<file path="src/rtl/core/aat_pkg.sv">
// aat_pkg: widths, payload types, register codes and helpers for the box transform.
// Used by every module under rtl/core; depends on nothing.
`default_nettype none

package aat_pkg;

    // Field widths and fixed-point layout
    localparam int COORD_W    = 32;   // Q16.16 coordinates
    localparam int COEFF_W    = 16;   // signed coefficient bits used per lane
    localparam int COEFF_FRAC = 12;   // Q4.12
    localparam int LANE_W     = 16;   // lane pitch in the row registers
    localparam int N_AXES     = 3;
    localparam int CFG_DATA_W = 48;
    localparam int CFG_IDX_W  = 3;
    localparam int SHIFT_W    = 32;   // stored width of a translation register

    localparam int PROD_W = COORD_W + COEFF_W;
    localparam int SHF_W  = COORD_W + COEFF_FRAC;
    localparam int SUM_W  = ((PROD_W > SHF_W) ? PROD_W : SHF_W) + 3;

    typedef logic signed [COORD_W-1:0] t_coord;
    typedef logic signed [COEFF_W-1:0] t_coeff;
    typedef logic signed [PROD_W-1:0]  t_prod;
    typedef logic signed [SUM_W-1:0]   t_sum;

    // Register indexes on the config port
    typedef enum logic [CFG_IDX_W-1:0] {
        REG_ROW_X   = 3'd0,
        REG_ROW_Y   = 3'd1,
        REG_ROW_Z   = 3'd2,
        REG_SHIFT_X = 3'd3,
        REG_SHIFT_Y = 3'd4,
        REG_SHIFT_Z = 3'd5
    } t_cfg_reg;

    // Coefficients indexed [output row][input lane]
    typedef t_coeff [N_AXES-1:0][N_AXES-1:0] t_coef_set;
    typedef t_coord [N_AXES-1:0]             t_shift_set;

    typedef struct packed {
        t_coord [N_AXES-1:0] lo;
        t_coord [N_AXES-1:0] hi;
        logic                empty;
    } t_box;

    typedef struct packed {
        t_prod [N_AXES-1:0][N_AXES-1:0] lo_p;
        t_prod [N_AXES-1:0][N_AXES-1:0] hi_p;
        logic                           empty;
    } t_prods;

    typedef struct packed {
        t_sum [N_AXES-1:0] min_s;
        t_sum [N_AXES-1:0] max_s;
        logic              empty;
    } t_sums;

    typedef struct packed {
        t_coord [N_AXES-1:0] min_c;
        t_coord [N_AXES-1:0] max_c;
        logic                empty;
    } t_result;

    localparam t_coord COORD_MAX = {1'b0, {(COORD_W-1){1'b1}}};
    localparam t_coord COORD_MIN = {1'b1, {(COORD_W-1){1'b0}}};
    localparam t_coeff COEFF_ONE = COEFF_W'(64'd1 << COEFF_FRAC);

    // Stored translation bits read as a coordinate (zero-extend or truncate)
    function automatic t_coord shift_to_coord(input logic [SHIFT_W-1:0] v);
        logic [COORD_W+SHIFT_W-1:0] tmp;
        tmp = {{COORD_W{1'b0}}, v};
        return tmp[COORD_W-1:0];
    endfunction

endpackage

`default_nettype wire

</file>
<file path="src/rtl/core/aat_round_stage.sv">
// aat_round_stage: floor shift to Q16.16, saturation, empty-box override; holds
// the output register. Depends on aat_pkg.
`default_nettype none

module aat_round_stage import aat_pkg::*; (
    input  logic    i_clk,
    input  logic    i_rst_n,
    input  logic    i_valid,
    output logic    o_ready,
    input  t_sums   i_sums,
    output logic    o_valid,
    input  logic    i_ready,
    output t_result o_result
);

    localparam t_sum SAT_HI = {{(SUM_W-COORD_W+1){1'b0}}, {(COORD_W-1){1'b1}}};
    localparam t_sum SAT_LO = ~SAT_HI;

    logic    r_valid;
    t_result r_result;
    t_result n_result;

    assign o_ready  = !r_valid || i_ready;
    assign o_valid  = r_valid;
    assign o_result = r_result;

    function automatic t_coord round_sat(input t_sum s);
        t_sum q;
        q = s >>> COEFF_FRAC;
        if (q > SAT_HI) begin
            return COORD_MAX;
        end else if (q < SAT_LO) begin
            return COORD_MIN;
        end
        return q[COORD_W-1:0];
    endfunction

    always_comb begin
        n_result.empty = i_sums.empty;
        for (int r = 0; r < N_AXES; r++) begin
            if (i_sums.empty) begin
                n_result.min_c[r] = COORD_MAX;
                n_result.max_c[r] = COORD_MIN;
            end else begin
                n_result.min_c[r] = round_sat(i_sums.min_s[r]);
                n_result.max_c[r] = round_sat(i_sums.max_s[r]);
            end
        end
    end

    always_ff @(posedge i_clk) begin
        if (!i_rst_n) begin
            r_valid <= 1'b0;
        end else if (o_ready) begin
            r_valid <= i_valid;
        end
    end

    always_ff @(posedge i_clk) begin
        if (o_ready && i_valid) begin
            r_result <= n_result;
        end
    end

endmodule

`default_nettype wire

</file>
<file path="config.mk">
export PLATFORM = sky130hd
export DESIGN_NAME = aat_round_stage
export DESIGN_NICKNAME = d
export VERILOG_FILES = /design/src/rtl/core/aat_pkg.sv /design/src/rtl/core/aat_round_stage.sv
export SDC_FILE = /design/constraint.sdc
export NUM_CORES = 1
export LEC_CHECK = 0
export BUFFER_PORTS_ARGS = -buffer_cell sky130_fd_sc_hd__buf_2
export CORE_AREA = 2 2 198 200
export CTS_CLUSTER_SIZE = 10
export DETAILED_ROUTE_END_ITERATION = 6
export DIE_AREA = 0 0 200 202
export PLACE_DENSITY = 0.55
export SYNTH_ARGS = -nofsm -noshare
export SYNTH_HDL_FRONTEND = slang
export SYNTH_SLANG_ARGS = --single-unit
</file>
<file path="constraint.sdc">
create_clock -name i_clk -period 8.1 [get_ports i_clk]
set_clock_uncertainty 0.05 [all_clocks]
set_input_delay 2.025 -clock i_clk [delete_from_list [all_inputs] [get_ports i_clk]]
set_output_delay 2.025 -clock i_clk [all_outputs]
set_load 0.005 [all_outputs]
</file>
Word-level counts from Yosys, hierarchy flattened --
Cells that the tools add are included.
Word-level totals: logic and storage cells 59, output and inout port bits 195, flip-flop bits (word level) 194, input bits 311
Operators by class: multiplexer cells 36, reductions and logical operators 3, $lt $le $gt $ge 12
Operator list (number):
- $mux W32 | 18
- $gt A39 B32 Y1 const B | 6
- $lt A39 B32 Y1 const B | 6
- $mux W1 | 18
- $logic_and A1 B1 Y1 | 1
- $logic_not A1 Y1 | 1
- $logic_or A1 B1 Y1 | 1

Logic depth before layout (Yosys ltp) --
word-level depth 5, depth in mapped cells 5, mapped depth without buffers 3

Least setup slack after synthesis --
No wires, ideal clock.
kind in2reg, start point input port i_ready, end point register r_result, in the netlist o_result[0], enable pin, data arrival time 6.585 ns, data required time 7.473 ns, path buffers 0, setup slack 0.887 ns, setup time 0.577 ns, cell stages on the path 2, cell sequence nand2b_1 > and2_1
On the way: word-level cells in the longest chain between the ends 2
Ends and longest elaborated chain:
- start, declared | line aat_round_stage.sv:12 | input logic i_ready,
- $logic_or A1 B1 Y1 | line aat_round_stage.sv:23 | assign o_ready = !r_valid || i_ready;
- $logic_and A1 B1 Y1 | line aat_round_stage.sv:60 | if (o_ready && i_valid) begin
- end signal, assigned | line aat_round_stage.sv:61 | r_result <= n_result;
- end, declared | line aat_round_stage.sv:20 | t_result r_result;
Every way passes these cells. A chain may end at the register's enable or synchronous reset.

Worst setup path in the final report --
start point input port i_ready, end point output port o_ready
On the way: word-level cells in the longest chain between the ends 1
Ends and longest elaborated chain:
- $logic_or A1 B1 Y1 | line aat_round_stage.sv:23
- end, declared | line aat_round_stage.sv:9 | output logic o_ready,
Every way passes these cells.

==> flow_summary.json <==
{
  "wl_um": 23900,
  "yosys.cell_types.count": 22,
  "synth_nets": 774,
  "ys_warn_count": 0,
  "power_leakage_nw": 4.54,
  "crit_chain": "buf_2, nand2b_1, buf_2",
  "yosys.area.top_type": "edfxtp_1",
  "viasPerCell": 4.01,
  "grt_pass1_vias": 5906,
  "syn_area_per_cell_um2": 17.3,
  "min_period_ns": 4.51,
  "crit_path_max_incr_delay_ns": 0.16,
  "slew_headroom": 0.319,
  "setup_viol": 0,
  "min_path_type": "register to register",
  "rsz0062_at_grt": "no",
  "cap_violations": 0,
  "stdcell_count": 1420,
  "timing.final.crit_share": 0.557,
  "dpl_cell_area_um2": 10600,
  "worst_pin_slew_ns": 1.02,
  "async_flop_share": 0,
  "max_freq_ghz": 0.222,
  "drtPass1Iterations": 4,
  "path_delay_family": "buffers and inverters",
  "outcome": "finished clean",
  "antenna_found_initial": 2,
  "syn-instance-count": 463,
  "vias": 5697,
  "postCtsHoldBufs": 0,
  "synthFlopType": "edfxtp_1",
  "numCtsBuffers": 17,
  "wl_met2_um": 11700,
  "setup_tns_ns": 0,
  "dp_hpwl_um": 17600,
  "die_area_um2": 40400,
  "die_w_um": 200,
  "drive_gt1_frac": 0.552,
  "reg2reg_to": "o_result[102]$_SDFFCE_PP1P_",
  "power_density_nw_per_um2": 206,
  "r2r_start": "o_valid$_SDFFE_PN0N_",
  "critical_path_depth": 3,
  "yosysTopAreaCellShare": 0.725,
  "ir_drop_v": 0.000155,
  "fp.coreArea_um2": 38300,
  "antenna_left": 0,
  "drc_errors": 0,
  "chipHeight_um": 202,
  "r2r_cells": 3,
  "crit_type": "input pin to output pin",
  "critPathCaptureType": "output pin",
  "placementRows": 72,
  "fin_area_um2": 11100,
  "synthTopCellsByCount": "edfxtp_1, a21o_1, o21a_1",
  "dpl.cell_count": 1387,
  "worstPathRequired_ns": 6.03,
  "pin_count": 506,
  "slowest_stage": "nand2b_1",
  "grt_pass1_wl_um": 34500,
  "cts_resized": 0,
  "report.final.slew_viol_count": 0,
  "startpoint": "i_ready",
  "wl_met1_um": 9390,
  "cts_root_buffer": "clkbuf_16",
  "grt_max_degree": 124,
  "hold_violations": 0,
  "htree_levels": 4,
  "cts_tree": "yes",
  "cts_setup_buffers": 0,
  "crit_end": "o_ready",
  "routedWlPerCell_um": 16.9,
  "cts_buffer_depth": 2,
  "cp_num_buf_inv": 2,
  "fin_total_pwr_mw": 2.29,
  "gr-total-overflow": 0,
  "drtIter0Drc": 166,
  "crit_arrival_ns": 2.43,
  "yosysMostFrequentCell": "edfxtp_1",
  "path_max_fanout": 3,
  "groute.usage.overall": 0.118,
  "yosys-top-cells-area": "edfxtp_1, a21o_1, o21a_1, buf_6, nor4_2",
  "path_clk_slew_ns": 0.07,
  "gp_congestion": 0.769,
  "synth-edff-count": 193,
  "portBuffers": 433,
  "start_util": 0.209,
  "ys_seq_area_frac": 0.727,
  "clkLatencyLatePin_ns": 0.47,
  "cts_sinks": 194,
  "nets": 1199,
  "cp_common_cell": "buf_2",
  "wl_met3_um": 2400,
  "reg2reg_setup_slack_ns": 5.66,
  "syn-cell-area_um2": 8000,
  "syn_to_final_growth_pct": 39.3,
  "worst_setup_path_start_kind": "input pin",
  "route.top_layer_used": "met5",
  "fin_util": 0.291,
  "yosys_register_bits": 194
}
==> routing by layer <==
metal | GRT usage | vias to the layer above
li1 | - | 2659
met4 | 0.0450 | 4
met5 | 0 | -
met1 | 0.129 | 2737
met3 | 0.0539 | 26
met2 | 0.198 | 271
==> worst min-delay path, delay by kind of cell (launching register included) <==
| kind | cells | cell delay [ns] |
|---|---|---|
| DFF | 1 | 0.32 |
| and+or+nand+nor | 1 | 0.10 |
| AOI/OAI and AO/OA | 1 | 0.08 |
==> placed cells by master, fill, tap and decap left out, types with 2 or more instances in the layout <==
| master | synthesis | final |
|---|---|---|
| a21o_1 | 93 | 93 |
| a21oi_2 | 6 | 5 |
| and2b_1 | 2 | 2 |
| buf_2 | 9 | 433 |
| buf_4 | 0 | 9 |
| bufinv_16 | 0 | 2 |
| clkbuf_1 | 0 | 2 |
| clkbuf_16 | 0 | 17 |
| clkinv_1 | 0 | 2 |
| clkinv_2 | 0 | 2 |
| clkinv_4 | 0 | 2 |
| clkinvlp_4 | 0 | 3 |
| edfxtp_1 | 193 | 193 |
| inv_6 | 0 | 2 |
| nand3_1 | 3 | 3 |
| nand4_1 | 6 | 6 |
| nand4b_4 | 3 | 3 |
| nor3_1 | 3 | 3 |
| nor4_1 | 2 | 2 |
| nor4_2 | 7 | 7 |
| o21a_1 | 93 | 93 |
| o21ai_2 | 0 | 2 |
| o21ai_4 | 3 | 4 |
| or2_4 | 3 | 3 |
==> per-stage QoR <==
stage          worst slack (ns)  hold WS [ns]
2_1_floorplan             0.887         0.487
3_3_place_gp               3.58         0.474
3_5_place_dp               3.59         0.481
4_1_cts                    3.58         0.497
5_1_grt                    3.56         0.564
6_report                   3.59         0.493
==> power by group <==
group | total [mW] | switching (mW) | leakage [nW] | internal [mW]
sequential | 1.19 | 0.0135 | 1.81 | 1.18
combinational | 0.251 | 0.136 | 2.46 | 0.116
clock | 0.851 | 0.398 | 0.269 | 0.454
==> flip-flops by register name, indices dropped and copies added (netlist names) <==
signal	cells
o_result	193
o_valid	1
==> worst min path at each step <==
| stage | slack (ns) | startpoint | to | depth (start not counted) |
|---|---|---|---|---|
| after floorplan | 0.49 | o_valid$_SDFFE_PN0N_ | o_valid$_SDFFE_PN0N_ | 2 |
| after global placement | 0.47 | o_valid$_SDFFE_PN0N_ | o_valid$_SDFFE_PN0N_ | 2 |
| after detailed placement | 0.48 | o_valid$_SDFFE_PN0N_ | o_valid$_SDFFE_PN0N_ | 2 |
| after CTS | 0.50 | o_valid$_SDFFE_PN0N_ | o_valid$_SDFFE_PN0N_ | 2 |
| after global routing | 0.56 | o_valid$_SDFFE_PN0N_ | o_valid$_SDFFE_PN0N_ | 2 |
| final | 0.49 | o_valid$_SDFFE_PN0N_ | o_valid$_SDFFE_PN0N_ | 2 |
==> cell type report <==
class | instances | area (um^2)
antenna | 1 | 2.50
clock buffer | 19 | 433
clock inverter | 13 | 135
fill | 3955 | 27100
inverter | 1 | 3.75
multi-input combinational | 231 | 1850
sequential | 194 | 5820
tap | 518 | 648
timing repair buffer | 443 | 2250
==> cell families (layout without fill, tap and decap cells) <==
logic type      Yosys count  after routing  synth area share
other cells               0              1                 0
compound gates          199            199             0.190
buf+inv                  38            476            0.0455
simple gates             32             32            0.0374
flops                   194            194             0.727
No activity file was read; power rests on OpenSTA's default activity.
