==> config.mk <==
export PLATFORM = sky130hd
export DESIGN_NAME = aat_bound_stage
export DESIGN_NICKNAME = d
export VERILOG_FILES = /design/src/rtl/core/aat_pkg.sv /design/src/rtl/core/aat_bound_stage.sv
export SDC_FILE = /design/constraint.sdc
export NUM_CORES = 2
export LEC_CHECK = 0
export BUFFER_PORTS_ARGS = -buffer_cell sky130_fd_sc_hd__buf_4
export CORE_AREA = 10 10 492 494
export CTS_CLUSTER_SIZE = 10
export DETAILED_ROUTE_END_ITERATION = 10
export DIE_AREA = 0 0 502 504
export PLACE_DENSITY = 0.55
export SLEW_MARGIN = 20
export SYNTH_ARGS = -nofsm -noshare
export SYNTH_HDL_FRONTEND = slang
export SYNTH_SLANG_ARGS = --single-unit
==> constraint.sdc <==
create_clock -name i_clk -period 13.85 [get_ports i_clk]
set_input_delay 0.6925 -clock i_clk [delete_from_list [all_inputs] [get_ports i_clk]]
set_output_delay 0.6925 -clock i_clk [all_outputs]
set_load 0.03 [all_outputs]
==> src/rtl/core/aat_pkg.sv <==
// aat_pkg: widths, payload types, register codes and helpers for the box transform.
// Used by every module under rtl/core; depends on nothing.
`default_nettype none

package aat_pkg;

    // Field widths and fixed-point layout
    localparam int COORD_W    = 32;   // Q16.16 coordinates
    localparam int COEFF_W    = 16;   // signed coefficient bits used per lane
    localparam int COEFF_FRAC = 12;   // Q4.12
    localparam int LANE_W     = 16;   // lane pitch in the row registers
    localparam int N_AXES     = 3;
    localparam int CFG_DATA_W = 48;
    localparam int CFG_IDX_W  = 3;
    localparam int SHIFT_W    = 32;   // stored width of a translation register

    localparam int PROD_W = COORD_W + COEFF_W;
    localparam int SHF_W  = COORD_W + COEFF_FRAC;
    localparam int SUM_W  = ((PROD_W > SHF_W) ? PROD_W : SHF_W) + 3;

    typedef logic signed [COORD_W-1:0] t_coord;
    typedef logic signed [COEFF_W-1:0] t_coeff;
    typedef logic signed [PROD_W-1:0]  t_prod;
    typedef logic signed [SUM_W-1:0]   t_sum;

    // Register indexes on the config port
    typedef enum logic [CFG_IDX_W-1:0] {
        REG_ROW_X   = 3'd0,
        REG_ROW_Y   = 3'd1,
        REG_ROW_Z   = 3'd2,
        REG_SHIFT_X = 3'd3,
        REG_SHIFT_Y = 3'd4,
        REG_SHIFT_Z = 3'd5
    } t_cfg_reg;

    // Coefficients indexed [output row][input lane]
    typedef t_coeff [N_AXES-1:0][N_AXES-1:0] t_coef_set;
    typedef t_coord [N_AXES-1:0]             t_shift_set;

    typedef struct packed {
        t_coord [N_AXES-1:0] lo;
        t_coord [N_AXES-1:0] hi;
        logic                empty;
    } t_box;

    typedef struct packed {
        t_prod [N_AXES-1:0][N_AXES-1:0] lo_p;
        t_prod [N_AXES-1:0][N_AXES-1:0] hi_p;
        logic                           empty;
    } t_prods;

    typedef struct packed {
        t_sum [N_AXES-1:0] min_s;
        t_sum [N_AXES-1:0] max_s;
        logic              empty;
    } t_sums;

    typedef struct packed {
        t_coord [N_AXES-1:0] min_c;
        t_coord [N_AXES-1:0] max_c;
        logic                empty;
    } t_result;

    localparam t_coord COORD_MAX = {1'b0, {(COORD_W-1){1'b1}}};
    localparam t_coord COORD_MIN = {1'b1, {(COORD_W-1){1'b0}}};
    localparam t_coeff COEFF_ONE = COEFF_W'(64'd1 << COEFF_FRAC);

    // Stored translation bits read as a coordinate (zero-extend or truncate)
    function automatic t_coord shift_to_coord(input logic [SHIFT_W-1:0] v);
        logic [COORD_W+SHIFT_W-1:0] tmp;
        tmp = {{COORD_W{1'b0}}, v};
        return tmp[COORD_W-1:0];
    endfunction

endpackage

`default_nettype wire

==> src/rtl/core/aat_bound_stage.sv <==
// aat_bound_stage: per output axis, picks smaller/larger product per lane and sums
// them with the translation and the rounding half. Depends on aat_pkg.
`default_nettype none

module aat_bound_stage import aat_pkg::*; (
    input  logic       i_clk,
    input  logic       i_rst_n,
    input  logic       i_valid,
    output logic       o_ready,
    input  t_prods     i_prods,
    input  t_shift_set i_shift,
    output logic       o_valid,
    input  logic       i_ready,
    output t_sums      o_sums
);

    localparam t_sum ROUND_HALF = SUM_W'(64'd1 << (COEFF_FRAC - 1));

    logic  r_valid;
    t_sums r_sums;
    t_sums n_sums;

    assign o_ready = !r_valid || i_ready;
    assign o_valid = r_valid;
    assign o_sums  = r_sums;

    always_comb begin
        t_sum  acc_min;
        t_sum  acc_max;
        t_sum  base;
        t_prod p0;
        t_prod p1;
        t_prod p_min;
        t_prod p_max;
        n_sums.empty = i_prods.empty;
        for (int r = 0; r < N_AXES; r++) begin
            // translation scaled to 2^-28 units
            base = {{(SUM_W-SHF_W){i_shift[r][COORD_W-1]}}, i_shift[r],
                    {COEFF_FRAC{1'b0}}};
            acc_min = base + ROUND_HALF;
            acc_max = base + ROUND_HALF;
            for (int a = 0; a < N_AXES; a++) begin
                p0    = i_prods.lo_p[r][a];
                p1    = i_prods.hi_p[r][a];
                p_min = (p0 < p1) ? p0 : p1;
                p_max = (p0 < p1) ? p1 : p0;
                acc_min = acc_min + {{(SUM_W-PROD_W){p_min[PROD_W-1]}}, p_min};
                acc_max = acc_max + {{(SUM_W-PROD_W){p_max[PROD_W-1]}}, p_max};
            end
            n_sums.min_s[r] = acc_min;
            n_sums.max_s[r] = acc_max;
        end
    end

    always_ff @(posedge i_clk) begin
        if (!i_rst_n) begin
            r_valid <= 1'b0;
        end else if (o_ready) begin
            r_valid <= i_valid;
        end
    end

    always_ff @(posedge i_clk) begin
        if (o_ready && i_valid) begin
            r_sums <= n_sums;
        end
    end

endmodule

`default_nettype wire

---- Yosys cells after proc, flatten, opt, wreduce, memory -nomap -nowiden ----
Index checks and enable logic that the tools add are counted.
word-level totals
  bits in registers ....................... 308
  input port bits ......................... 965
  output and inout bits ................... 309
  logic and storage cells ................. 59
operators by class
  add/sub/neg operators ................... 21
  order comparisons ....................... 9
  multiplexer cells ....................... 18
  reductions and logical operators ........ 3
operators by type and width
  kind                                             number
  2-to-1 mux 48 bit                                18
  < comparator 48 bit                              9
  adder 50 x 48 -> 51 bit                          6
  adder 49 x 48 -> 50 bit                          6
  adder 45 x 48 -> 49 bit                          6
  adder 44 x 13 -> 45 bit (second input constant)  3
  logical AND 1 bit                                1
  zero test 1 bit                                  1
  logical OR 1 bit                                 1

---- Longest topological paths before layout ----
  depth after elaboration ................. 5
  depth in mapped cells ................... 30

---- Worst setup path after synthesis ----
OpenSTA, ideal clock, no wires.
  path kind ............................... input to register
  start ................................... in i_ready
  end ..................................... reg r_sums, in the netlist o_sums[0], enable pin
  data arrival time ....................... 8.015 ns
  data required time ...................... 13.144 ns
  path slack .............................. 5.129 ns
  stages on the path ...................... 2
  path buffers ............................ 0
  cell sequence ........................... nand2b_1 -> and2_1
on the way
  cells in the longest elaborated chain, start to end .. 2
RTL lines
  what                  RTL line               text
  start, declared       aat_bound_stage.sv:13  input logic i_ready,
  logical OR 1 bit      aat_bound_stage.sv:23  assign o_ready = !r_valid || i_ready;
  logical AND 1 bit     aat_bound_stage.sv:64  if (o_ready && i_valid) begin
  end signal, assigned  aat_bound_stage.sv:65  r_sums <= n_sums;
  end, declared         aat_bound_stage.sv:20  t_sums r_sums;
No other way between the ends.
A chain may end at the register's enable or synchronous reset.

==> flow_summary_export.csv <==
group,metric,value,unit
layout,regArea,9239,sq um
yosys,ys_ff_latch,308,
global_routing,grt_first_pass_wirelength,493200,um
timing,fin_crit,9.268,ns
hold_path,holdPathStages,1,
floorplanning,io_pins,1274,
timing,finClkSkew,0.05595,ns
yosys,syn_inst,7446,
floorplanning,dieArea,253000,sq um
timing,maxSlewHeadroom,0.1504,
detailed_routing,drc,0,
placed_design,place_congestion,0.9813,
timing,max_freq,0.1079,GHz
timing,hold_viol_final,0,
clocking,htreeDepth,2,
detailed_routing,wl_per_cell,31.07,um
hold_path,min_path_type,"primary input to flip-flop",
flow_run,maxCapViolCount,0,
layout,multi_input_area,49210,sq um
floorplanning,die_y,504,um
layout,layout-drive-gt1-share,0.2256,
global_routing,overflow,0,
yosys,ys_warn_count,0,
hold_path,hold_path_end,"o_sums[0]$_DFFE_PP_",
setup_path,critical_path.max_fanout,49,
floorplanning,die_w,502,um
layout,utilization,0.3415,
detailed_routing,first_iter_violations,6270,
clocking,clk_pin_slew_worst_paths,0.06,ns
global_routing,grt_pass1_vias,61860,
timing,tns,0,ns
floorplanning,start_util,0.2798,
detailed_routing,vias,63650,
status,outcome,"complete, no violations",
placed_design,port-buffer-count,1273,
setup_path,cp.required,14.26,ns
setup_path,cp.arrival,9.68,ns
timing,timing.final.crit_share,0.6692,
timing,worst_slew_pin_slew,1.274,ns
yosys,synth.avg_cell_area,8.715,sq um
setup_path,regToRegSetupSlack,10.07,ns
timing,slew_violations,0,
clocking,clockBufferDepth,3,
floorplanning,row_count,177,
global_routing,track_usage,0.2725,
clocking,post-cts-setup-buffers,0,
detailed_routing,drt_wl_total,363400,um
layout,nets,10760,
setup_path,slowest_delay,0.71,ns
clocking,root_buffer,"clkbuf_16",
setup_path,r2r_cells,5,
detailed_routing,final_antenna_net_count,0,
setup_path,crit_family,"compound AO/OA/AOI/OAI gates",
timing,rsz0062_at_grt,"no",
setup_path,crit_buf_inv,3,
setup_path,reg2reg_to,"o_sums[249]$_DFFE_PP_",
yosys,synth_nets,9704,
global_routing,antenna_found_initial,252,
clocking,cts.sinks,308,
layout,synthToLayoutAreaGrowth,22.03,%
setup_path,worstReg2RegStart,"o_valid$_SDFFE_PN0N_",
pwr,p_leak,39.07,nW
setup_path,critPathKind,"primary input to flip-flop",
detailed_routing,first_pass_iters,10,
clocking,cts_hold_buf,0,
yosys,synth_edf_count,307,
yosys,synth_cell_types,94,
clocking,cts_buffers,47,
clocking,cts_tree,"built",
yosys,async_reset_ff_frac,0,
clocking,cts_resized,0,
yosys,syn_area,64890,sq um
setup_path,start_kind,"primary input",
yosys,synth_ff_type,"edfxtp_1",
layout,fillCellCount,24320,
yosys,ys_seq_area_frac,0.1424,
timing,finalSetupViolations,0,
global_routing,grt_start_max_net_pins,77,
detailed_routing,vias_per_cell,5.443,
setup_path,critPathCaptureType,"flip-flop",
hold_path,hold_start,"i_prods[0]",
floorplanning,core,231900,sq um
setup_path,crit_slowest_cell,"buf_4",
clocking,clkLatencyLatePin,0.69,ns
pwr,irDropWorstVdd,0.1297,mV
pwr,pwr_density_cell,245.7,nW/um^2
placed_design,post-dp-hpwl,320900,um
## layout by cell type (no fill, tap or decap), types with 61 or more instances in the layout
master and instances:
nand3_1 83, fa_1 516, a221o_1 69, ha_1 774, mux2i_1 127, mux2_2 445, nor2_1 366, xor2_1 94
inv_1 1387, o21bai_1 61, a21o_1 355, o22ai_1 98, diode_2 121, nand2_1 291, a22oi_1 95, a221oi_1 209
a22o_1 96, a21oi_1 594, xnor2_1 173, nand4_1 116, o21ai_0 267, buf_4 1323, edfxtp_1 307
## flip-flops by register name, indices dropped and copies added, names as in the netlist
register,count
o_sums,307
o_valid,1
## final cells by class
class,count,area share
multi-input combinational,5427,0.6215
timing repair buffer,1325,0.1256
sequential,308,0.1167
inverter,1389,0.06584
tap,3043,0.04808
clock buffer,55,0.01536
antenna,121,0.003824
clock inverter,27,0.003160
## layer usage
layer	wire length [um]	track usage	vias up
li1	-	-	28690
met2	170600	0.4479	3014
met3	31680	0.06971	578
met4	15580	0.1180	98
met1	144900	0.3356	31270
met5	618	0	-
## cells in the mapped netlist, types with 83 or more instances
library cell | count | area, sq um
o21ai_0 | 268 | 1341
clkbuf_1 | 216 | 810.8
fa_1 | 516 | 10330
nand3_1 | 83 | 415.4
xnor2_1 | 174 | 1524
a22o_1 | 96 | 840.8
nand4_1 | 116 | 725.7
a221oi_1 | 209 | 1831
nand2_1 | 291 | 1092
nor2_1 | 366 | 1374
mux2i_1 | 127 | 1271
ha_1 | 777 | 9722
mux2_2 | 447 | 5034
a21oi_1 | 599 | 2998
xor2_1 | 94 | 823.3
edfxtp_1 | 307 | 9219
o22ai_1 | 98 | 613.1
inv_1 | 1388 | 5210
a22oi_1 | 95 | 713.2
a21o_1 | 355 | 2665
## where the power goes
part | total (mW) | internal (mW) | leakage, nW | switching, mW
Clock | 1.22 | 0.698 | 0.713 | 0.519
Combinational | 15.7 | 5.68 | 35.4 | 10.0
Sequential | 2.55 | 2.17 | 2.98 | 0.380
Total | 19.5 | 8.55 | 39.1 | 10.9
## stage by stage
stage	setup slack [ns]	instance area, sq um	power, mW	hold WS [ns]	cells
2_1_floorplan	5.129	64890	12.21	0.7914	7446
3_3_place_gp	4.207	77390	18.09	0.5195	11490
3_5_place_dp	4.037	77400	18.04	0.5462	11490
4_1_cts	4.734	78870	19.42	0.1602	11570
5_1_grt	4.320	79100	20.81	0.1872	11660
6_report	4.582	79180	19.45	0.2268	11700
## logic make-up (layout without fill, tap and decap cells)
group / count (synthesis) / in the layout / share of synthesized area
DFF: 308 / 308 / 0.1424
AOI/OAI and AO/OA: 2180 / 2180 / 0.2321
other: 0 / 121 / 0
muxes: 579 / 579 / 0.09809
xor gates and xnor gates: 268 / 268 / 0.03617
adders and majority gates: 1293 / 1293 / 0.3090
buffers and inverters: 1711 / 2796 / 0.1019
and+or+nand+nor: 1107 / 1107 / 0.08027
## worst max path at each step
| stage | cells past startpoint | endpoint | slack [ns] | startpoint |
|---|---|---|---|---|
| global route | 28 | o_sums[302]$_DFFE_PP_ | 4.32 | i_prods[390] |
| global placement | 28 | o_sums[302]$_DFFE_PP_ | 4.21 | i_prods[390] |
| floorplan | 2 | o_sums[0]$_DFFE_PP_ | 5.13 | i_ready |
| finish | 28 | o_sums[302]$_DFFE_PP_ | 4.58 | i_prods[390] |
| detailed placement | 28 | o_sums[302]$_DFFE_PP_ | 4.04 | i_prods[390] |
| CTS | 28 | o_sums[302]$_DFFE_PP_ | 4.73 | i_prods[390] |
Note: power is estimated with default switching activity, not from simulation.
